===== config.mk =====
export PLATFORM = sky130hd
export DESIGN_NAME = serial_loaded_bank_mapper
export DESIGN_NICKNAME = d
export VERILOG_FILES = /design/src/hdl/slbm_pkg.sv /design/src/hdl/serial_loaded_bank_mapper.sv /design/src/hdl/slbm_core.sv
export SDC_FILE = /design/constraint.sdc
export NUM_CORES = 1
export LEC_CHECK = 0
export BUFFER_PORTS_ARGS = -buffer_cell sky130_fd_sc_hd__buf_4
export CORE_MARGIN = 3
export CORE_UTILIZATION = 35
export CTS_BUF_LIST = sky130_fd_sc_hd__clkbuf_4 sky130_fd_sc_hd__clkbuf_8
export DETAILED_ROUTE_END_ITERATION = 8
export GPL_TIMING_DRIVEN = 0
export HOLD_SLACK_MARGIN = 0.03
export PLACE_DENSITY = 0.61
export SLEW_MARGIN = 40
export SYNTH_ARGS = -nofsm -noshare
export SYNTH_HDL_FRONTEND = slang
export SYNTH_SLANG_ARGS = --single-unit

===== constraint.sdc =====
create_clock -name clk_i -period 1.7 [get_ports clk_i]
set_input_delay 0 -clock clk_i [delete_from_list [all_inputs] [get_ports clk_i]]
set_output_delay 0 -clock clk_i [all_outputs]
set_load 0.005 [all_outputs]

===== src/hdl/slbm_pkg.sv =====
// slbm_pkg: shared types and constants for the serial-loaded bank mapper
// used by slbm_core, serial_loaded_bank_mapper and slbm_chk; no dependencies
`timescale 1ns / 1ps

package slbm_pkg;

  localparam int unsigned AddrW   = 16;
  localparam int unsigned DataW   = 8;
  localparam int unsigned OffsetW = 18;
  localparam int unsigned PrgCntW = 5;
  localparam int unsigned ChrCntW = 6;
  localparam int unsigned ApbAddrW = 3;
  localparam int unsigned ApbDataW = 32;

  localparam logic [PrgCntW-1:0] PrgCountReset = 5'd16;
  localparam logic [ChrCntW-1:0] ChrCountReset = 6'd0;
  localparam logic [4:0] ControlReset = 5'h1C;
  localparam logic [4:0] PrgModeForce = 5'h0C;

  typedef enum logic [1:0] {
    CMD_CPU_READ  = 2'd0,
    CMD_CPU_WRITE = 2'd1,
    CMD_PPU_READ  = 2'd2,
    CMD_UNUSED    = 2'd3
  } slbm_cmd_e;

  typedef enum logic [2:0] {
    TGT_NONE    = 3'd0,
    TGT_PRG_ROM = 3'd1,
    TGT_PRG_RAM = 3'd2,
    TGT_CHR_ROM = 3'd3,
    TGT_CHR_RAM = 3'd4
  } slbm_target_e;

  // loader register select, address bits 14..13
  typedef enum logic [1:0] {
    SEL_CONTROL = 2'd0,
    SEL_CHR0    = 2'd1,
    SEL_CHR1    = 2'd2,
    SEL_PRG     = 2'd3
  } slbm_sel_e;

  // configuration register index, paddr bit 2
  typedef enum logic {
    REG_PRG_COUNT = 1'b0,
    REG_CHR_COUNT = 1'b1
  } slbm_reg_e;

  typedef struct packed {
    logic [PrgCntW-1:0] prg_bank_count;
    logic [ChrCntW-1:0] chr_bank_count;
  } slbm_cfg_t;

  typedef struct packed {
    slbm_target_e        target;
    logic [OffsetW-1:0]  offset;
  } slbm_result_t;

endpackage


===== src/hdl/serial_loaded_bank_mapper.sv =====
// serial_loaded_bank_mapper: top level with config registers and result register
// depends on slbm_pkg and slbm_core
`timescale 1ns / 1ps

// Cartridge bank mapper. Each bus access enters on the input channel
// (in_valid_i/in_ready_o with cmd_i, bus_address_i, write_data_i) and
// yields exactly one item on the output channel (out_valid_o/out_ready_i
// with target_o, offset_o): the memory the access maps to and the byte
// offset inside it. CPU writes at 0x8000 and up feed the serial loader
// and always report no target.
// The result is registered: an accepted item is shown in the cycle after it
// is accepted. Throughput is one item per cycle while the receiver takes
// each result; translation is a single level of decode and bank concatenation
// into the result register. A stalled receiver holds the result register; a
// new item is still taken in the cycle the held one is taken. in_ready_o is
// low only while a result waits and out_ready_i is low.
// Reset clears the output valid, the loader, and loads the control register
// with 16k mode, last bank fixed; prg_bank_count resets to 16, chr_bank_count
// to 0 (CHR RAM). Config is written on the APB port at 0x0 (prg_bank_count)
// and 0x4 (chr_bank_count); the user must write only while idle (unenforced).

module serial_loaded_bank_mapper (
  input  logic                              clk_i,
  input  logic                              rst_ni,
  input  logic                              in_valid_i,
  output logic                              in_ready_o,
  input  logic [1:0]                        cmd_i,
  input  logic [slbm_pkg::AddrW-1:0]        bus_address_i,
  input  logic [slbm_pkg::DataW-1:0]        write_data_i,
  output logic                              out_valid_o,
  input  logic                              out_ready_i,
  output logic [2:0]                        target_o,
  output logic [slbm_pkg::OffsetW-1:0]      offset_o,
  input  logic                              psel,
  input  logic                              penable,
  input  logic                              pwrite,
  input  logic [slbm_pkg::ApbAddrW-1:0]     paddr,
  input  logic [slbm_pkg::ApbDataW-1:0]     pwdata,
  output logic [slbm_pkg::ApbDataW-1:0]     prdata,
  output logic                              pready
);
  import slbm_pkg::*;

  slbm_cfg_t    cfg_q, cfg_d;
  slbm_result_t result;
  slbm_result_t result_q;
  logic         out_valid_q, out_valid_d;
  logic         accept;
  slbm_reg_e    reg_idx;

  assign pready  = 1'b1;
  assign reg_idx = slbm_reg_e'(paddr[2]);

  always_comb begin
    cfg_d = cfg_q;
    if (psel && penable && pwrite) begin
      case (reg_idx)
        REG_PRG_COUNT: cfg_d.prg_bank_count = pwdata[PrgCntW-1:0];
        REG_CHR_COUNT: cfg_d.chr_bank_count = pwdata[ChrCntW-1:0];
        default: ;
      endcase
    end
  end

  always_comb begin
    case (reg_idx)
      REG_PRG_COUNT: prdata = {{(ApbDataW-PrgCntW){1'b0}}, cfg_q.prg_bank_count};
      REG_CHR_COUNT: prdata = {{(ApbDataW-ChrCntW){1'b0}}, cfg_q.chr_bank_count};
      default:       prdata = '0;
    endcase
  end

  always_ff @(posedge clk_i or negedge rst_ni) begin
    if (!rst_ni) begin
      cfg_q.prg_bank_count <= PrgCountReset;
      cfg_q.chr_bank_count <= ChrCountReset;
    end else begin
      cfg_q <= cfg_d;
    end
  end

  assign in_ready_o = !out_valid_q || out_ready_i;
  assign accept     = in_valid_i && in_ready_o;

  slbm_core u_core (
    .clk_i    (clk_i),
    .rst_ni   (rst_ni),
    .accept_i (accept),
    .cmd_i    (slbm_cmd_e'(cmd_i)),
    .addr_i   (bus_address_i),
    .data_i   (write_data_i),
    .cfg_i    (cfg_q),
    .result_o (result)
  );

  always_comb begin
    out_valid_d = out_valid_q;
    if (accept) out_valid_d = 1'b1;
    else if (out_ready_i) out_valid_d = 1'b0;
  end

  always_ff @(posedge clk_i or negedge rst_ni) begin
    if (!rst_ni) begin
      out_valid_q <= 1'b0;
    end else begin
      out_valid_q <= out_valid_d;
    end
  end

  always_ff @(posedge clk_i) begin
    if (accept) begin
      result_q <= result;
    end
  end

  assign out_valid_o = out_valid_q;
  assign target_o    = result_q.target;
  assign offset_o    = result_q.offset;

endmodule


===== src/hdl/slbm_core.sv =====
// slbm_core: serial loader, bank registers and address translation
// depends on slbm_pkg
`timescale 1ns / 1ps

module slbm_core (
  input  logic                          clk_i,
  input  logic                          rst_ni,
  input  logic                          accept_i,
  input  slbm_pkg::slbm_cmd_e           cmd_i,
  input  logic [slbm_pkg::AddrW-1:0]    addr_i,
  input  logic [slbm_pkg::DataW-1:0]    data_i,
  input  slbm_pkg::slbm_cfg_t           cfg_i,
  output slbm_pkg::slbm_result_t        result_o
);
  import slbm_pkg::*;

  logic [4:0] shift_value_q, shift_value_d;
  logic [2:0] shift_count_q, shift_count_d;
  logic [4:0] control_q, control_d;
  logic       chr_four_k_q, chr_four_k_d;
  logic [3:0] prg_bank16_q, prg_bank16_d;
  logic [2:0] prg_bank32_q, prg_bank32_d;
  logic [4:0] chr_low_q, chr_low_d;
  logic [4:0] chr_high_q, chr_high_d;
  logic [3:0] chr_eight_q, chr_eight_d;

  logic [4:0] shifted;
  logic [3:0] last_bank;
  logic [3:0] bank16;
  logic [4:0] chr_bank4;
  slbm_sel_e  sel;

  always_comb begin
    shift_value_d = shift_value_q;
    shift_count_d = shift_count_q;
    control_d     = control_q;
    chr_four_k_d  = chr_four_k_q;
    prg_bank16_d  = prg_bank16_q;
    prg_bank32_d  = prg_bank32_q;
    chr_low_d     = chr_low_q;
    chr_high_d    = chr_high_q;
    chr_eight_d   = chr_eight_q;
    shifted       = {data_i[0], shift_value_q[4:1]};
    sel           = slbm_sel_e'(addr_i[14:13]);
    if (accept_i && cmd_i == CMD_CPU_WRITE && addr_i[15]) begin
      if (data_i[7]) begin
        shift_value_d = '0;
        shift_count_d = '0;
        control_d     = control_q | PrgModeForce;
      end else if (shift_count_q >= 3'd4) begin
        // fifth bit completes the value
        shift_value_d = '0;
        shift_count_d = '0;
        case (sel)
          SEL_CONTROL: begin
            control_d    = shifted;
            chr_four_k_d = shifted[4];
          end
          SEL_CHR0: begin
            if (chr_four_k_q) chr_low_d = shifted;
            else chr_eight_d = shifted[4:1];
          end
          SEL_CHR1: begin
            if (chr_four_k_q) chr_high_d = shifted;
          end
          SEL_PRG: begin
            if (control_q[3]) prg_bank16_d = shifted[3:0];
            else prg_bank32_d = shifted[3:1];
          end
          default: ;
        endcase
      end else begin
        shift_value_d = shifted;
        shift_count_d = shift_count_q + 3'd1;
      end
    end
  end

  always_ff @(posedge clk_i or negedge rst_ni) begin
    if (!rst_ni) begin
      shift_value_q <= '0;
      shift_count_q <= '0;
      control_q     <= ControlReset;
      chr_four_k_q  <= 1'b0;
      prg_bank16_q  <= '0;
      prg_bank32_q  <= '0;
      chr_low_q     <= '0;
      chr_high_q    <= '0;
      chr_eight_q   <= '0;
    end else begin
      shift_value_q <= shift_value_d;
      shift_count_q <= shift_count_d;
      control_q     <= control_d;
      chr_four_k_q  <= chr_four_k_d;
      prg_bank16_q  <= prg_bank16_d;
      prg_bank32_q  <= prg_bank32_d;
      chr_low_q     <= chr_low_d;
      chr_high_q    <= chr_high_d;
      chr_eight_q   <= chr_eight_d;
    end
  end

  // fixed bank is the last one, count clamped to 1..16
  always_comb begin
    if (cfg_i.prg_bank_count == '0) last_bank = 4'd0;
    else if (cfg_i.prg_bank_count >= PrgCountReset) last_bank = 4'd15;
    else last_bank = cfg_i.prg_bank_count[3:0] - 4'd1;
  end

  always_comb begin
    result_o.target = TGT_NONE;
    result_o.offset = '0;
    bank16          = '0;
    chr_bank4       = addr_i[12] ? chr_high_q : chr_low_q;
    case (cmd_i)
      CMD_CPU_READ: begin
        if (addr_i[15:13] == 3'b011) begin
          result_o.target = TGT_PRG_RAM;
          result_o.offset = {5'd0, addr_i[12:0]};
        end else if (addr_i[15]) begin
          result_o.target = TGT_PRG_ROM;
          if (control_q[3]) begin
            if (control_q[2]) bank16 = addr_i[14] ? last_bank : prg_bank16_q;
            else bank16 = addr_i[14] ? prg_bank16_q : 4'd0;
            result_o.offset = {bank16, addr_i[13:0]};
          end else begin
            result_o.offset = {prg_bank32_q, addr_i[14:0]};
          end
        end
      end
      CMD_PPU_READ: begin
        if (addr_i[15:13] == 3'b000) begin
          if (cfg_i.chr_bank_count == '0) begin
            result_o.target = TGT_CHR_RAM;
            result_o.offset = {5'd0, addr_i[12:0]};
          end else begin
            result_o.target = TGT_CHR_ROM;
            if (chr_four_k_q) result_o.offset = {1'b0, chr_bank4, addr_i[11:0]};
            else result_o.offset = {1'b0, chr_eight_q, addr_i[12:0]};
          end
        end
      end
      default: ;
    endcase
  end

endmodule


### After elaboration in Yosys (flattened, before gate mapping)

Index checks and enable logic that the tools add are counted.

| word-level totals | value |
|---|---|
| word-level logic and storage cells | 76 |
| bits of input ports | 68 |
| output and inout port bits | 56 |
| register bits | 67 |

| operators by class | value |
|---|---|
| mux-type cells | 23 |
| add/subtract/negate cells | 2 |
| reductions and logical operators | 24 |
| magnitude comparators | 2 |
| bitwise operators | 4 |
| equality and inequality tests | 6 |

Operators by type and width:

| operator | number |
|---|---|
| one-hot mux 32 bit (2 select lines) | 1 |
| two-way mux 21 bit | 3 |
| one-hot mux 21 bit (2 select lines) | 1 |
| two-way mux 4 bit | 8 |
| AND reduction 5 bit | 5 |
| two-way mux 19 bit | 1 |
| two-way mux 18 bit | 1 |
| two-way mux 17 bit | 1 |
| two-way mux 5 bit | 3 |
| equality test 2 bit (second input constant) | 3 |
| logical NOT 6 bit | 1 |
| two-way mux 3 bit | 2 |
| nonzero test 2 bit | 3 |
| greater-or-equal comparator 5 bit (second input constant) | 1 |
| logical AND 1 bit | 5 |
| logical NOT 5 bit | 1 |
| equality test 2 x 1 -> 1 bit (second input constant) | 2 |
| logical NOT 2 bit | 2 |
| inverter 1 bit | 4 |
| AND reduction 2 bit | 2 |
| AND reduction 4 bit | 1 |
| subtractor 4 x 1 -> 4 bit (second input constant) | 1 |
| adder 3 x 1 -> 3 bit (second input constant) | 1 |
| equality test 3 x 2 -> 1 bit (second input constant) | 1 |
| other kinds (6) | 7 |

### Longest topological paths before layout

Gate-level depths: netlist of the first run.

| logic depth | value |
|---|---|
| depth after elaboration | 9 |
| depth in mapped cells | 6 |
| mapped depth without buffers | 6 |

### Modules after synthesis

Synthesis of the first run repeated with hierarchy kept, for this count alone.

| second synthesis, totals | value |
|---|---|
| cells, all modules | 267 |
| area, all modules | 3,244.4 µm² |

Modules (own cells, without submodules):

| module | cells an instance | area each (µm²) | seq. area each (µm²) | times used |
|---|---|---|---|---|
| slbm_core | 182 | 1,849.3 | 778.2 | 1 |
| serial_loaded_bank_mapper | 85 | 1,395.1 | 932.1 | 1 |

### Worst setup path before layout of the first run

No wires, ideal clock.

| timing | value |
|---|---|
| path type | reg-to-reg |
| start | reg out_valid_q (netlist: out_valid_o) |
| end | reg u_core.chr_high_q[4] |
| setup slack | 0.096 ns |
| library setup time | 0.125 ns |
| data required time | 1.575 ns |
| arrival time | 1.480 ns |
| clock period less this slack | 1.604 ns |
| cell stages (with the launch flop) | 5 |
| path buffers | 0 |
| cells stage by stage | dfrtp_1 nand2b_1 nand3_4 nor4_4 mux2_2 |

| between the ends | value |
|---|---|
| word-level cells in the longest chain between the ends | 6 |

RTL lines:

| item | RTL line | source |
|---|---|---|
| start: declaration | serial_loaded_bank_mapper.sv:47 | `logic out_valid_q, out_valid_d;` |
| start signal: assignment | serial_loaded_bank_mapper.sv:106 | `out_valid_q <= out_valid_d;` |
| logical NOT 1 bit | serial_loaded_bank_mapper.sv:82 | `assign in_ready_o = !out_valid_q \|\| out_ready_i;` |
| logical OR 1 bit | serial_loaded_bank_mapper.sv:82 |  |
| net in_ready_o | serial_loaded_bank_mapper.sv:26 | `output logic in_ready_o,` |
| logical AND 1 bit | serial_loaded_bank_mapper.sv:83 | `assign accept = in_valid_i && in_ready_o;` |
| logical AND 1 bit (2 in a row) | slbm_core.sv:45 | `if (accept_i && cmd_i == CMD_CPU_WRITE && addr_i[15]) begin` |
| AND reduction 5 bit (no line) | n/a |  |
| end signal: assignment | slbm_core.sv:98 | `chr_high_q <= chr_high_d;` |
| end: declaration | slbm_core.sv:24 | `logic [4:0] chr_high_q, chr_high_d;` |

The timed path passes the listed nets, and every way through them passes these cells.
A chain may end at the register's enable or synchronous reset.

==> report_table.html, run 1 <==
<table>
<tr><th>Metric</th><th>Value</th></tr>
<tr><th colspan="2">Run status</th></tr>
<tr><td>Run status</td><td>finished, final reports clean</td></tr>
<tr><th colspan="2">Worst setup path</th></tr>
<tr><td>Worst endpoint required time</td><td>1.77 ns</td></tr>
<tr><td>CP Cell Sequence</td><td>inv_1 -&gt; ha_1 -&gt; nor4b_2 -&gt; nor2_2 -&gt; a221oi_2 -&gt; o22ai_1</td></tr>
<tr><td>Setup crit end</td><td>offset_o[16]</td></tr>
<tr><td>Slowest stage cell, crit path</td><td>sky130_fd_sc_hd__dfrtp_1</td></tr>
<tr><td>Worst r2r path cells</td><td>6</td></tr>
<tr><td>Origin of the worst setup path</td><td>cfg_q[6]</td></tr>
<tr><td>Worst flop-to-flop path startpoint</td><td>cfg_q[6]</td></tr>
<tr><td>Setup slack, reg-to-reg</td><td>0.08 ns</td></tr>
<tr><td>Crit Path Max Fanout</td><td>4</td></tr>
<tr><td>RR Endpoint</td><td>offset_o[16]</td></tr>
<tr><td>Critical path start-end classification</td><td>flop to flop</td></tr>
<tr><td>Critical Path Start Type</td><td>flop</td></tr>
<tr><td>Type of element capturing the critical path</td><td>flop</td></tr>
<tr><td>Data arrival time of the critical path</td><td>1.69 ns</td></tr>
<tr><td>Critical Path Max Stage Delay</td><td>roughly 0.41 ns</td></tr>
<tr><th colspan="2">STA</th></tr>
<tr><td>Final setup violation count</td><td>0</td></tr>
<tr><td>Final critical-path share of the clock period</td><td>95.4%</td></tr>
<tr><td>Transition time at the pin with the least slew margin</td><td>0.620 ns</td></tr>
<tr><td>Worst clock skew</td><td>approximately 0.010 ns</td></tr>
<tr><td>Period minus WS final</td><td>roughly 1.6 ns</td></tr>
<tr><td>Worst slew slack as a fraction of its limit</td><td>58.6%</td></tr>
<tr><td>Final hold vios</td><td>0</td></tr>
<tr><td>Max Freq</td><td>616 MHz</td></tr>
<tr><td>Total count of max-transition violations in the final report</td><td>0</td></tr>
<tr><th colspan="2">Clock tree</th></tr>
<tr><td>Total number of clock tree sinks</td><td>64</td></tr>
<tr><td>Total number of H-tree levels</td><td>3</td></tr>
<tr><td>Clock tree from TritonCTS</td><td>built</td></tr>
<tr><td>Inserted Clock Buffers</td><td>9</td></tr>
<tr><td>Clock root buffer master</td><td>sky130_fd_sc_hd__clkbuf_8</td></tr>
<tr><td>Clock latency at the later pin of the worst-skew pair</td><td>0.33 ns</td></tr>
<tr><td>Clock slew at reported path FFs</td><td>0.07 ns</td></tr>
<tr><td>Maximum root-to-sink buffer count</td><td>2</td></tr>
<tr><th colspan="2">Synth</th></tr>
<tr><td>Top FF cell, synth</td><td>sky130_fd_sc_hd__dfrtp_1</td></tr>
<tr><td>Synth Cell Area</td><td>3180 µm²</td></tr>
<tr><td>Area share of and/or/nand/nor cells after synthesis</td><td>14.9%</td></tr>
<tr><td>Synthesized flop and latch total</td><td>64</td></tr>
<tr><td>Largest area contributor in the netlist</td><td>sky130_fd_sc_hd__dfrtp_1</td></tr>
<tr><td>Synth unique cells</td><td>43</td></tr>
<tr><td>Number of cells produced by synthesis</td><td>266</td></tr>
<tr><td>Mux cell area share after synthesis</td><td>14.0%</td></tr>
<tr><td>Cell types with the largest area share after synthesis</td><td>sky130_fd_sc_hd__dfrtp_1, sky130_fd_sc_hd__edfxtp_1, sky130_fd_sc_hd__mux2_2, sky130_fd_sc_hd__buf_4, sky130_fd_sc_hd__and2_1</td></tr>
<tr><td>List of most frequent post-synthesis cells</td><td>sky130_fd_sc_hd__dfrtp_1, sky130_fd_sc_hd__mux2_2, sky130_fd_sc_hd__buf_4, sky130_fd_sc_hd__nand2_1, sky130_fd_sc_hd__edfxtp_1</td></tr>
<tr><td>Dominant combinational cell family by area after synthesis</td><td>simple AND/OR/NAND/NOR gates</td></tr>
<tr><td>Number of synthesized flops with an enable pin</td><td>21</td></tr>
<tr><td>Syn_area_per_cell</td><td>12.0 µm²</td></tr>
<tr><td>Adder and majority gate portion of the synthesized area</td><td>1.57%</td></tr>
<tr><td>Post-Synth XOR/XNOR Area</td><td>0.826%</td></tr>
<tr><td>Fraction of post-synthesis cell area in the top cell type by area</td><td>31.5%</td></tr>
<tr><td>Sequential share of the synthesized area</td><td>53.8%</td></tr>
<tr><td>Complex-gate fraction of the synthesized area</td><td>6.69%</td></tr>
<tr><td>Total number of yosys warnings</td><td>0</td></tr>
<tr><td>Most common cell in the netlist</td><td>sky130_fd_sc_hd__dfrtp_1</td></tr>
<tr><td>Fraction of registers with async set/reset</td><td>67.2%</td></tr>
<tr><th colspan="2">Global routing</th></tr>
<tr><td>Via count of the first global-routing pass</td><td>2249</td></tr>
<tr><td>Number of antenna violations at the first check in global routing</td><td>0</td></tr>
<tr><td>Total congestion overflow</td><td>0</td></tr>
<tr><td>Largest net degree at the start of global routing</td><td>44</td></tr>
<tr><td>GR Util All Layers</td><td>around an eighth</td></tr>
<tr><td>Wire length of the first global-routing pass</td><td>about 11 mm</td></tr>
<tr><th colspan="2">Routing</th></tr>
<tr><td>Drt wl/cell</td><td>13.3 µm</td></tr>
<tr><td>Number of antenna-violating nets in the routed design</td><td>0</td></tr>
<tr><td>Count of routing violations after the opening detailed-route iteration</td><td>85</td></tr>
<tr><td>Detailed-route vias per instance</td><td>4.57</td></tr>
<tr><td>First-pass DRT Iterations</td><td>4</td></tr>
<tr><td>Final wirelength</td><td>6.68 mm</td></tr>
<tr><td>Vias after detailed routing</td><td>2292</td></tr>
<tr><td>Detailed-route DRC error count</td><td>0</td></tr>
<tr><th colspan="2">Floorplanning</th></tr>
<tr><td>Starting utilization of the core area</td><td>36.3%</td></tr>
<tr><td>Die Span Y</td><td>101 µm</td></tr>
<tr><td>X dimension of the die</td><td>just over 100 µm</td></tr>
<tr><td>Top-Level Pins</td><td>124</td></tr>
<tr><td>Area of the core region</td><td>8760 µm²</td></tr>
<tr><td>Row count</td><td>34</td></tr>
<tr><td>Die area</td><td>10300 µm²</td></tr>
<tr><th colspan="2">Power and ir drop</th></tr>
<tr><td>Total leakage power</td><td>between 2 and 2.5 nW</td></tr>
<tr><td>Power per standard cell area</td><td>858 nW/µm²</td></tr>
<tr><td>Total Power Consumption</td><td>3.74 mW</td></tr>
<tr><td>Peak supply drop</td><td>343 µV</td></tr>
<tr><th colspan="2">Cells and area</th></tr>
<tr><td>Post-route standard cell area excluding fillers</td><td>4360 µm²</td></tr>
<tr><td>Post-layout net count</td><td>460</td></tr>
<tr><td># diodes</td><td>0</td></tr>
<tr><td>Fraction of layout instances using a drive strength above 1</td><td>a little over two fifths</td></tr>
<tr><td>Number of filler cells placed in the layout</td><td>776</td></tr>
<tr><td>Synthesis-to-finish area growth</td><td>37.1%</td></tr>
<tr><th colspan="2">Placement</th></tr>
<tr><td>Weighted congestion at the end of routability-driven global placement</td><td>between 0.8 and 0.9</td></tr>
<tr><td>Port-buffer cells</td><td>59</td></tr>
<tr><td>Placed standard-cell area</td><td>3850 µm²</td></tr>
<tr><td>HPWL after DPL</td><td>about 4.8 mm</td></tr>
<tr><th colspan="2">Flow run</th></tr>
<tr><td>Maxcap violations</td><td>0</td></tr>
<tr><th colspan="2">Hold path</th></tr>
<tr><td>Class of the tightest hold or removal check</td><td>input port to flop</td></tr>
</table>
## cell type report
class,instances,area (µm²),area share (%)
tap,108,135,3.10
sequential,64,1710,39.2
clock inverter,7,61.3,1.41
multi-input combinational,186,1370,31.4
clock buffer,9,124,2.84
buffer,33,226,5.19
timing repair buffer,86,703,16.1
inverter,8,30.0,0.688
## placed cells by master, fill, tap and decap left out, types with 4 or more instances in the layout
cell type and n:
sky130_fd_sc_hd__and2_1 13, sky130_fd_sc_hd__ha_1 4, sky130_fd_sc_hd__dlygate4sd3_1 23, sky130_fd_sc_hd__buf_4 90
sky130_fd_sc_hd__mux2_2 36, sky130_fd_sc_hd__conb_1 27, sky130_fd_sc_hd__edfxtp_1 21, sky130_fd_sc_hd__clkbuf_1 5
sky130_fd_sc_hd__dfrtp_1 39, sky130_fd_sc_hd__o21ai_0 17, sky130_fd_sc_hd__o22ai_1 4, sky130_fd_sc_hd__clkinv_2 5
sky130_fd_sc_hd__clkbuf_8 9, sky130_fd_sc_hd__nand2_1 23, sky130_fd_sc_hd__mux2i_1 4, sky130_fd_sc_hd__a21oi_1 4
sky130_fd_sc_hd__nand2b_1 6, sky130_fd_sc_hd__inv_1 8, sky130_fd_sc_hd__nor2_1 7
## routing by layer
metal  part of all wire, %  vias up  track usage, %
li1                      -     1133               -
met1                    46     1074            17.2
met2                    47       77            21.0
met3                   5.7        8            2.75
met4                   1.5        0            5.83
met5                     0        -               0
## through the flow
step | setup slack [ns] | setup TNS (ns) | util (%) | std cells | hold slack (ns)
2_1_floorplan | 0.0956 | 0 | - | 291 | -0.296
3_3_place_gp | -0.324 | -1.56 | 44.0 | 458 | 0.0142
3_5_place_dp | -0.307 | -1.07 | 44.0 | 458 | 0.0198
4_1_cts | -0.0179 | -0.0179 | 49.0 | 496 | 0.0538
5_1_grt | -0.0110 | -0.0202 | 49.8 | 501 | 0.0772
6_report | 0.0774 | 0 | 49.8 | 501 | 0.0521
## critical path: cells and delay by family, from the launching register on
family | cells | cell delay [ns]
flip-flops | 1 | 0.41
AO/OA/AOI/OAI | 2 | 0.38
AND/OR/NAND/NOR | 2 | 0.32
adder cells (fa/ha/maj) | 1 | 0.14
buffers and inverters | 1 | 0.11
## registers in the layout, summed over array words and instances, names as in the netlist
| register | count |
|---|---|
| cfg_q | 11 |
| offset_o | 18 |
| out_valid_o | 1 |
| target_o | 3 |
| u_core.chr_eight_q | 4 |
| u_core.chr_four_k_q | 1 |
| u_core.chr_high_q | 5 |
| u_core.chr_low_q | 5 |
| u_core.control_q | 2 |
| u_core.prg_bank16_q | 4 |
| u_core.prg_bank32_q | 3 |
| u_core.shift_count_q | 3 |
| u_core.shift_value_q | 4 |
## logic make-up after synthesis
group,Yosys count
AOI/OAI and AO/OA,35
xor gates and xnor gates,3
adders and majority gates,4
buffers and inverters,41
DFF,64
muxes,40
other,2
and+or+nand+nor,77
## power breakdown
part           leakage, nW  switching, mW  internal, mW
registers            0.772          0.125          1.73
clock network        0.103          0.570         0.664
logic                 1.17          0.287         0.368
total                 2.04          0.982          2.76
## timing repair
item / CTS / global route
cloned: 0 / 0
endpoints found under the setup margin: 17 / 25
endpoints found under the hold margin: 73 / 1
pin swaps: 4 / 2
hold buffers: 22 / 1
gates resized for setup: 5 / 7
setup buffers: 0 / 4
## worst min-delay path by stage
| stage | start | slack (ns) | cells past startpoint | to |
|---|---|---|---|---|
| 6_report | write_data_i[7] | 0.05 | 3 | u_core.shift_count_q[2] |
| 5_1_grt | write_data_i[7] | 0.08 | 3 | u_core.shift_count_q[2] |
| 4_1_cts | write_data_i[7] | 0.05 | 3 | u_core.shift_count_q[2] |
| 3_5_place_dp | rst_ni | 0.02 | 1 | cfg_q[1] |
| 3_3_place_gp | rst_ni | 0.01 | 1 | cfg_q[0] |
| 2_1_floorplan | rst_ni | -0.30 | 0 | cfg_q[0] |
No activity file was read; power rests on OpenSTA's default activity.
==> inputs of run 2 (changes only) <==
clock period = 1.9 ns   (was 1.7 ns; I/O delays follow)
==> report_table.html, run 2 (same netlist as run 1, synthesis figures left out) <==
<table>
<tr><th>Metric</th><th>Value</th></tr>
<tr><th colspan="2">Routing</th></tr>
<tr><td>Vias after detailed routing</td><td>2258 (was 2292)</td></tr>
<tr><td>Drt wl/cell</td><td>13.1 µm (was 13.3 µm)</td></tr>
<tr><td>Met1 Routed Length</td><td>2.99 mm (was 3.04 mm)</td></tr>
<tr><td>Count of routing violations after the opening detailed-route iteration</td><td>82 (was 85)</td></tr>
<tr><td>Length of routed met2 wiring</td><td>3.06 mm (was 3.16 mm)</td></tr>
<tr><td>Number of antenna-violating nets in the routed design</td><td>0 (unchanged)</td></tr>
<tr><td>Final wirelength</td><td>6.52 mm (was 6.68 mm)</td></tr>
<tr><td>Detailed route wirelength on metal3</td><td>365 µm (was 384 µm)</td></tr>
<tr><td>Highest metal layer used by the detailed router</td><td>met4 (unchanged)</td></tr>
<tr><td>Detailed-route DRC error count</td><td>0 (unchanged)</td></tr>
<tr><td>Detailed-route vias per instance</td><td>4.55 (was 4.57)</td></tr>
<tr><td>First-pass DRT Iterations</td><td>4 (unchanged)</td></tr>
<tr><th colspan="2">Floorplanning</th></tr>
<tr><td>Row count</td><td>34 (unchanged)</td></tr>
<tr><td>Die Span Y</td><td>101 µm (unchanged)</td></tr>
<tr><td>Top-Level Pins</td><td>124 (unchanged)</td></tr>
<tr><td>Die area</td><td>10300 µm² (unchanged)</td></tr>
<tr><td>Area of the core region</td><td>8760 µm² (unchanged)</td></tr>
<tr><td>Starting utilization of the core area</td><td>36.3% (unchanged)</td></tr>
<tr><td>X dimension of the die</td><td>101 µm (unchanged)</td></tr>
<tr><th colspan="2">Cells and area</th></tr>
<tr><td>Synthesis-to-finish area growth</td><td>34.1% (was 37.1%)</td></tr>
<tr><td>Number of flip-flops under the largest register name</td><td>18 (unchanged)</td></tr>
<tr><td>Fraction of layout instances using a drive strength above 1</td><td>39.4% (was 42.0%)</td></tr>
<tr><td>Most common library cell in the layout ignoring fill and taps</td><td>sky130_fd_sc_hd__buf_4 (unchanged)</td></tr>
<tr><td>Storage element area</td><td>1710 µm² (about the same)</td></tr>
<tr><td># diodes</td><td>0 (unchanged)</td></tr>
<tr><td>Number of filler cells placed in the layout</td><td>782 (was 776)</td></tr>
<tr><td>Post-layout net count</td><td>455 (was 460)</td></tr>
<tr><td>Area of the multi-input gates</td><td>1320 µm² (was 1370 µm²)</td></tr>
<tr><td>Top library cells by usage in the layout, fill and taps aside</td><td>sky130_fd_sc_hd__buf_4, sky130_fd_sc_hd__dfrtp_1, sky130_fd_sc_hd__mux2_2 (unchanged)</td></tr>
<tr><th colspan="2">Global routing</th></tr>
<tr><td>Total congestion overflow</td><td>0 (unchanged)</td></tr>
<tr><td>GR Util All Layers</td><td>13.0% (was 13.1%)</td></tr>
<tr><td>Via count of the first global-routing pass</td><td>2256 (was 2249)</td></tr>
<tr><td>Number of antenna violations at the first check in global routing</td><td>0 (unchanged)</td></tr>
<tr><td>Wire length of the first global-routing pass</td><td>10.5 mm (was 10.6 mm)</td></tr>
<tr><td>Largest net degree at the start of global routing</td><td>44 (unchanged)</td></tr>
<tr><th colspan="2">Worst setup path</th></tr>
<tr><td>Setup crit end</td><td>offset_o[16] (unchanged)</td></tr>
<tr><td>Cell family contributing the most delay on the critical path</td><td>compound AO/OA/AOI/OAI gates (was flip-flops)</td></tr>
<tr><td>Data arrival time of the critical path</td><td>1.83 ns (was 1.69 ns)</td></tr>
<tr><td>RR Endpoint</td><td>offset_o[16] (unchanged)</td></tr>
<tr><td>Critical Path Start Type</td><td>flop (unchanged)</td></tr>
<tr><td>Type of element capturing the critical path</td><td>flop (unchanged)</td></tr>
<tr><td>Crit Path Max Fanout</td><td>4 (unchanged)</td></tr>
<tr><td>Worst flop-to-flop path startpoint</td><td>cfg_q[6] (unchanged)</td></tr>
<tr><td>Origin of the worst setup path</td><td>cfg_q[6] (unchanged)</td></tr>
<tr><td>Logic depth of the worst setup path including buffers</td><td>6 (unchanged)</td></tr>
<tr><td>Buffering stage count on the worst path with inverters included</td><td>1 (unchanged)</td></tr>
<tr><td>Critical Path Max Stage Delay</td><td>0.41 ns (about the same)</td></tr>
<tr><td>Slowest stage cell, crit path</td><td>sky130_fd_sc_hd__dfrtp_1 (unchanged)</td></tr>
<tr><td>Worst endpoint required time</td><td>1.96 ns (was 1.77 ns)</td></tr>
<tr><td>Setup slack, reg-to-reg</td><td>0.13 ns (was 0.08 ns)</td></tr>
<tr><td>Critical path start-end classification</td><td>flop to flop (unchanged)</td></tr>
<tr><td>CP Cell Sequence</td><td>inv_1 -&gt; ha_1 -&gt; nor4b_1 -&gt; nor2_1 -&gt; a221oi_1 -&gt; o22ai_1 (was inv_1 -&gt; ha_1 -&gt; nor4b_2 -&gt; nor2_2 -&gt; a221oi_2 -&gt; o22ai_1)</td></tr>
<tr><td>Worst r2r path cells</td><td>6 (unchanged)</td></tr>
<tr><th colspan="2">STA</th></tr>
<tr><td>Worst clock skew</td><td>0.0109 ns (was 0.0105 ns)</td></tr>
<tr><td>Worst-case hold slack</td><td>0.0599 ns (was 0.0521 ns)</td></tr>
<tr><td>Worst slew slack as a fraction of its limit</td><td>60.8% (was 58.6%)</td></tr>
<tr><td>Max Freq</td><td>565 MHz (was 616 MHz)</td></tr>
<tr><td>Transition time at the pin with the least slew margin</td><td>0.587 ns (was 0.620 ns)</td></tr>
<tr><td>Summed negative setup slack over all endpoints</td><td>0 ns (unchanged)</td></tr>
<tr><td>Final critical-path share of the clock period</td><td>93.1% (was 95.4%)</td></tr>
<tr><td>Final hold vios</td><td>0 (unchanged)</td></tr>
<tr><td>Total count of max-transition violations in the final report</td><td>0 (unchanged)</td></tr>
<tr><td>Period minus WS final</td><td>1.77 ns (was 1.62 ns)</td></tr>
<tr><td>Unrepaired setup endpoints after global routing</td><td>false</td></tr>
<tr><td>Final setup violation count</td><td>0 (unchanged)</td></tr>
<tr><th colspan="2">Clock tree</th></tr>
<tr><td>Clock slew at reported path FFs</td><td>0.07 ns (about the same)</td></tr>
<tr><td>Maximum root-to-sink buffer count</td><td>2 (unchanged)</td></tr>
<tr><td>Clock root buffer master</td><td>sky130_fd_sc_hd__clkbuf_8 (unchanged)</td></tr>
<tr><td>Inserted Clock Buffers</td><td>9 (unchanged)</td></tr>
<tr><td>Clock latency at the later pin of the worst-skew pair</td><td>0.33 ns (about the same)</td></tr>
<tr><td>Total number of clock tree sinks</td><td>64 (unchanged)</td></tr>
<tr><td>Total number of H-tree levels</td><td>3 (unchanged)</td></tr>
<tr><td>Setup bufs post-CTS</td><td>0 (unchanged)</td></tr>
<tr><td>Clock tree from TritonCTS</td><td>built (unchanged)</td></tr>
<tr><th colspan="2">Power and ir drop</th></tr>
<tr><td>Power per standard cell area</td><td>774 nW/µm² (was 858 nW/µm²)</td></tr>
<tr><td>Total leakage power</td><td>2.00 nW (was 2.04 nW)</td></tr>
<tr><td>Sw Pwr</td><td>0.850 mW (was 0.982 mW)</td></tr>
<tr><td>Fraction of power consumed by combinational cells</td><td>16.8% (was 17.5%)</td></tr>
<tr><td>Clock share of power</td><td>33.3% (was 33.0%)</td></tr>
<tr><td>Fraction of power spent switching nets</td><td>25.7% (was 26.3%)</td></tr>
<tr><td>Peak supply drop</td><td>311 µV (was 343 µV)</td></tr>
<tr><td>Share of total power in sequential cells</td><td>49.9% (was 49.5%)</td></tr>
<tr><td>Internal Pwr Total</td><td>2.45 mW (was 2.76 mW)</td></tr>
<tr><th colspan="2">Placement</th></tr>
<tr><td>Port-buffer cells</td><td>59 (unchanged)</td></tr>
<tr><td>Weighted congestion at the end of routability-driven global placement</td><td>0.812 (unchanged)</td></tr>
<tr><td>HPWL after DPL</td><td>4.78 mm (unchanged)</td></tr>
<tr><th colspan="2">Hold path</th></tr>
<tr><td>Class of the tightest hold or removal check</td><td>input port to flop (unchanged)</td></tr>
<tr><th colspan="2">Run status</th></tr>
<tr><td>Run status</td><td>finished, final reports clean (unchanged)</td></tr>
<tr><th colspan="2">Flow run</th></tr>
<tr><td>Maxcap violations</td><td>0 (unchanged)</td></tr>
</table>
## run 2: worst min-delay path by stage
| stage | start | endpoint | slack (ns) | cells past startpoint |
|---|---|---|---|---|
| floorplan | rst_ni | cfg_q[0] | -0.30 | 0 |
| global route | write_data_i[7] | u_core.shift_count_q[2] | 0.08 | 3 |
| CTS | write_data_i[7] | u_core.shift_count_q[2] | 0.05 | 3 |
| detailed placement | rst_ni | cfg_q[1] | 0.02 | 1 |
| finish | write_data_i[7] | u_core.shift_count_q[2] | 0.06 | 3 |
| global placement | rst_ni | cfg_q[0] | 0.01 | 1 |
## run 2: repair_timing
item | CTS | global route
endpoints found under the hold margin | 73 | 0
hold buffers | 22 | 0
endpoints found under the setup margin | 1 | 8
pin swaps | 0 | 2
resized for setup | 1 | 0
## run 2: power groups by stage
| stage | combinational [mW] | sequential, mW | clock (mW) |
|---|---|---|---|
| 5_1_grt | 0.625 | 1.67 | 1.19 |
| 3_3_place_gp | 0.510 | 1.67 | 0 |
| 4_1_cts | 0.561 | 1.65 | 1.13 |
| 6_report | 0.554 | 1.65 | 1.10 |
| 3_5_place_dp | 0.522 | 1.67 | 0 |
| 2_1_floorplan | 0.308 | 1.64 | 0 |
## run 2: cell type report
type / instances / share of cell area (%)
sequential: 64 / 40.1
multi-input combinational: 186 / 30.9
timing repair buffer: 81 / 15.5
buffer: 33 / 5.31
tap: 108 / 3.17
clock buffer: 9 / 2.90
clock inverter: 7 / 1.44
inverter: 8 / 0.704
## run 2: layer usage
metal	track usage, %	vias to the layer above
met5	0	-
met1	16.8	1052
li1	-	1125
met4	5.83	0
met2	21.0	71
met3	2.75	10
## run 2: metrics by stage
step	area, µm²	utilization (%)	std cells	worst slack (ns)	power, mW
floorplan	3280	-	291	0.296	1.95
global placement	3850	44.0	458	-0.124	2.18
detailed placement	3850	44.0	458	-0.107	2.19
CTS	4270	48.7	496	0.0906	3.34
global route	4270	48.7	496	0.00676	3.49
finish	4270	48.7	496	0.132	3.30
## run 2: worst min-delay path, cell delays in order
cell and delay [ns]:
sky130_fd_sc_hd__buf_4 0.15, sky130_fd_sc_hd__nor4b_1 0.06, sky130_fd_sc_hd__a21o_1 0.15
==> inputs of run 3 (changes only) <==
BUFFER_PORTS_ARGS = default   (was -buffer_cell sky130_fd_sc_hd__buf_4)
DONT_BUFFER_PORTS = 1   (was default)
PLACE_DENSITY = 0.49   (was 0.61)
==> report_table.html, run 3 (same netlist as run 1, synthesis figures left out) <==
<table>
<tr><th>Metric</th><th>Value</th></tr>
<tr><th colspan="2">Run status</th></tr>
<tr><td>Run status</td><td>finished, final reports clean (unchanged)</td></tr>
<tr><th colspan="2">Worst setup path</th></tr>
<tr><td>Crit Path Max Fanout</td><td>5 (was 4)</td></tr>
<tr><td>CP Cell Sequence</td><td>nand2b_1 -&gt; nand4_2 -&gt; nor3_2 -&gt; mux2_2 (was inv_1 -&gt; ha_1 -&gt; nor4b_1 -&gt; nor2_1 -&gt; a221oi_1 -&gt; o22ai_1)</td></tr>
<tr><td>Worst endpoint required time</td><td>2.12 ns (was 1.96 ns)</td></tr>
<tr><td>Critical Path Start Type</td><td>flop (unchanged)</td></tr>
<tr><td>Critical Path Max Stage Delay</td><td>0.39 ns (was 0.41 ns)</td></tr>
<tr><td>Data arrival time of the critical path</td><td>1.95 ns (was 1.83 ns)</td></tr>
<tr><td>Critical path start-end classification</td><td>flop to flop (unchanged)</td></tr>
<tr><td>Type of element capturing the critical path</td><td>flop (unchanged)</td></tr>
<tr><td>Buffering stage count on the worst path with inverters included</td><td>0 (was 1)</td></tr>
<tr><td>Cell family contributing the most delay on the critical path</td><td>simple AND/OR/NAND/NOR gates (was compound AO/OA/AOI/OAI gates)</td></tr>
<tr><td>Slowest stage cell, crit path</td><td>sky130_fd_sc_hd__dfrtp_1 (unchanged)</td></tr>
<tr><th colspan="2">Floorplanning</th></tr>
<tr><td>Top-Level Pins</td><td>124 (unchanged)</td></tr>
<tr><td>Area of the core region</td><td>8760 µm² (unchanged)</td></tr>
<tr><td>Die Span Y</td><td>101 µm (unchanged)</td></tr>
<tr><td>Starting utilization of the core area</td><td>36.3% (unchanged)</td></tr>
<tr><td>Row count</td><td>34 (unchanged)</td></tr>
<tr><td>X dimension of the die</td><td>101 µm (unchanged)</td></tr>
<tr><td>Die area</td><td>10300 µm² (unchanged)</td></tr>
<tr><th colspan="2">STA</th></tr>
<tr><td>Period minus WS final</td><td>1.73 ns (was 1.77 ns)</td></tr>
<tr><td>Summed negative setup slack over all endpoints</td><td>0 ns (unchanged)</td></tr>
<tr><td>Total count of max-transition violations in the final report</td><td>0 (unchanged)</td></tr>
<tr><td>Max Freq</td><td>577 MHz (was 565 MHz)</td></tr>
<tr><td>Transition time at the pin with the least slew margin</td><td>0.659 ns (was 0.587 ns)</td></tr>
<tr><td>Worst slew slack as a fraction of its limit</td><td>56.0% (was 60.8%)</td></tr>
<tr><td>Worst clock skew</td><td>0.00863 ns (was 0.0109 ns)</td></tr>
<tr><td>Final setup violation count</td><td>0 (unchanged)</td></tr>
<tr><td>Final hold vios</td><td>0 (unchanged)</td></tr>
<tr><td>Final critical-path share of the clock period</td><td>91.2% (was 93.1%)</td></tr>
<tr><td>Unrepaired setup endpoints after global routing</td><td>false (unchanged)</td></tr>
<tr><th colspan="2">Power and ir drop</th></tr>
<tr><td>Peak supply drop</td><td>346 µV (was 311 µV)</td></tr>
<tr><td>Total leakage power</td><td>1.76 nW (was 2.00 nW)</td></tr>
<tr><td>Power per standard cell area</td><td>842 nW/µm² (was 774 nW/µm²)</td></tr>
<tr><td>Total Power Consumption</td><td>3.33 mW (was 3.30 mW)</td></tr>
<tr><th colspan="2">Clock tree</th></tr>
<tr><td>Inserted Clock Buffers</td><td>9 (unchanged)</td></tr>
<tr><td>Total number of H-tree levels</td><td>3 (unchanged)</td></tr>
<tr><td>Clock slew at reported path FFs</td><td>0.06 ns (was 0.07 ns)</td></tr>
<tr><td>Maximum root-to-sink buffer count</td><td>2 (unchanged)</td></tr>
<tr><td>Setup bufs post-CTS</td><td>0 (unchanged)</td></tr>
<tr><td>Clock tree from TritonCTS</td><td>built (unchanged)</td></tr>
<tr><td>Clock root buffer master</td><td>sky130_fd_sc_hd__clkbuf_8 (unchanged)</td></tr>
<tr><td>Total number of clock tree sinks</td><td>64 (unchanged)</td></tr>
<tr><td>Clock latency at the later pin of the worst-skew pair</td><td>0.33 ns (about the same)</td></tr>
<tr><th colspan="2">Flow run</th></tr>
<tr><td>Maxcap violations</td><td>0 (unchanged)</td></tr>
<tr><th colspan="2">Global routing</th></tr>
<tr><td>Via count of the first global-routing pass</td><td>2031 (was 2256)</td></tr>
<tr><td>Largest net degree at the start of global routing</td><td>44 (unchanged)</td></tr>
<tr><td>Total congestion overflow</td><td>0 (unchanged)</td></tr>
<tr><td>Wire length of the first global-routing pass</td><td>10.3 mm (was 10.5 mm)</td></tr>
<tr><td>Number of antenna violations at the first check in global routing</td><td>0 (unchanged)</td></tr>
<tr><td>GR Util All Layers</td><td>13.1% (was 13.0%)</td></tr>
<tr><th colspan="2">Routing</th></tr>
<tr><td>Final wirelength</td><td>6.53 mm (was 6.52 mm)</td></tr>
<tr><td>Number of antenna-violating nets in the routed design</td><td>0 (unchanged)</td></tr>
<tr><td>Count of routing violations after the opening detailed-route iteration</td><td>97 (was 82)</td></tr>
<tr><td>Detailed-route DRC error count</td><td>0 (unchanged)</td></tr>
<tr><td>Drt wl/cell</td><td>14.7 µm (was 13.1 µm)</td></tr>
<tr><td>Detailed-route vias per instance</td><td>4.78 (was 4.55)</td></tr>
<tr><td>First-pass DRT Iterations</td><td>4 (unchanged)</td></tr>
<tr><td>Vias after detailed routing</td><td>2117 (was 2258)</td></tr>
<tr><th colspan="2">Cells and area</th></tr>
<tr><td>Post-layout instance count excluding filler cells</td><td>443 (was 496)</td></tr>
<tr><td>Fraction of layout instances using a drive strength above 1</td><td>29.0% (was 39.4%)</td></tr>
<tr><td># diodes</td><td>0 (unchanged)</td></tr>
<tr><td>Area of the multi-input gates</td><td>1340 µm² (was 1320 µm²)</td></tr>
<tr><td>Post-layout net count</td><td>402 (was 455)</td></tr>
<tr><td>Number of filler cells placed in the layout</td><td>808 (was 782)</td></tr>
<tr><td>Number of flip-flops under the largest register name</td><td>18 (unchanged)</td></tr>
<tr><td>Storage element area</td><td>1710 µm² (unchanged)</td></tr>
<tr><td>Post-route standard cell area excluding fillers</td><td>3950 µm² (was 4270 µm²)</td></tr>
<tr><td>Top library cells by usage in the layout, fill and taps aside</td><td>sky130_fd_sc_hd__dfrtp_1, sky130_fd_sc_hd__mux2_2, sky130_fd_sc_hd__buf_4, sky130_fd_sc_hd__conb_1, sky130_fd_sc_hd__dlygate4sd3_1 (was sky130_fd_sc_hd__buf_4, sky130_fd_sc_hd__dfrtp_1, sky130_fd_sc_hd__mux2_2)</td></tr>
<tr><td>Most common library cell in the layout ignoring fill and taps</td><td>sky130_fd_sc_hd__dfrtp_1 (was sky130_fd_sc_hd__buf_4)</td></tr>
<tr><td>Synthesis-to-finish area growth</td><td>24.1% (was 34.1%)</td></tr>
<tr><th colspan="2">Placement</th></tr>
<tr><td>Port-buffer cells</td><td>0 (was 59)</td></tr>
<tr><td>Weighted congestion at the end of routability-driven global placement</td><td>0.822 (was 0.812)</td></tr>
<tr><td>Placed standard-cell area</td><td>3410 µm² (was 3850 µm²)</td></tr>
<tr><td>HPWL after DPL</td><td>4.54 mm (was 4.78 mm)</td></tr>
<tr><td>Placed instance count</td><td>399 (was 458)</td></tr>
<tr><th colspan="2">Hold path</th></tr>
<tr><td>Class of the tightest hold or removal check</td><td>input port to flop (unchanged)</td></tr>
</table>
## run 3: changes by cell type in the layout (fill, tap and decap cells not counted)
cell	change
sky130_fd_sc_hd__nor3_1	-1
sky130_fd_sc_hd__clkbuf_8	+3
sky130_fd_sc_hd__nor4_4	+1
sky130_fd_sc_hd__nor4_2	-1
sky130_fd_sc_hd__dlygate4sd3_1	+5
sky130_fd_sc_hd__buf_16	+1
sky130_fd_sc_hd__inv_4	-1
sky130_fd_sc_hd__nor3_2	+1
sky130_fd_sc_hd__clkbuf_4	+1
sky130_fd_sc_hd__clkinv_2	-3
sky130_fd_sc_hd__nor4b_2	+1
sky130_fd_sc_hd__nor4b_1	-1
sky130_fd_sc_hd__buf_4	-59
## run 3: final timing paths
| kind | startpoint | end | slack, ns | depth (start not counted) |
|---|---|---|---|---|
| min | out_ready_i | out_valid_o | 0.05 | 2 |
| max reg2reg | out_valid_o | u_core.prg_bank16_q[1] | 0.17 | 4 |
| min reg2reg | u_core.chr_eight_q[1] | u_core.chr_eight_q[1] | 0.50 | 1 |
| max | out_valid_o | u_core.prg_bank16_q[1] | 0.17 | 4 |
| min in group asynchronous | rst_ni | cfg_q[0] | 0.15 | 2 |
| max in group asynchronous | rst_ni | u_core.control_q[3] | 1.47 | 2 |
## run 3: metal layers
metal / wire (µm) / part of all wire (%) / track usage, %
met1: 3000 / 46 / 17.9
met2: 2890 / 44 / 18.7
met3: 507 / 7.8 / 3.93
met4: 134 / 2.1 / 6.75
met5: 0 / 0 / 0
## run 3: repair_timing
item | in CTS | in global routing
hold endpoints to repair | 91 | 0
hold buffers | 28 | 0
endpoints found under the setup margin | 1 | 17
pin swaps | 0 | 2
gates resized for setup | 1 | 3
## run 3: layout make-up
class / instances / area share [%]
clock inverter: 3 / 1.01
clock buffer: 13 / 4.37
tap: 108 / 3.42
sequential: 64 / 43.3
multi-input combinational: 186 / 33.8
timing repair buffer: 28 / 7.54
buffer: 33 / 5.74
inverter: 8 / 0.760
## run 3: per-stage QoR
step	worst slack, ns	util [%]	hold WS (ns)
finish	0.167	45.1	0.0489
global route	0.0417	45.1	0.0604
CTS	0.0519	44.8	0.0356
detailed placement	-0.125	38.9	-0.294
global placement	-0.138	38.9	-0.295
floorplan	0.296	-	-0.296
## run 3: power by group
| part | switching [mW] | internal, mW | total, mW |
|---|---|---|---|
| Combinational | 0.212 | 0.233 | 0.445 |
| Clock | 0.493 | 0.724 | 1.22 |
| Sequential | 0.118 | 1.55 | 1.67 |
| Total | 0.823 | 2.50 | 3.33 |
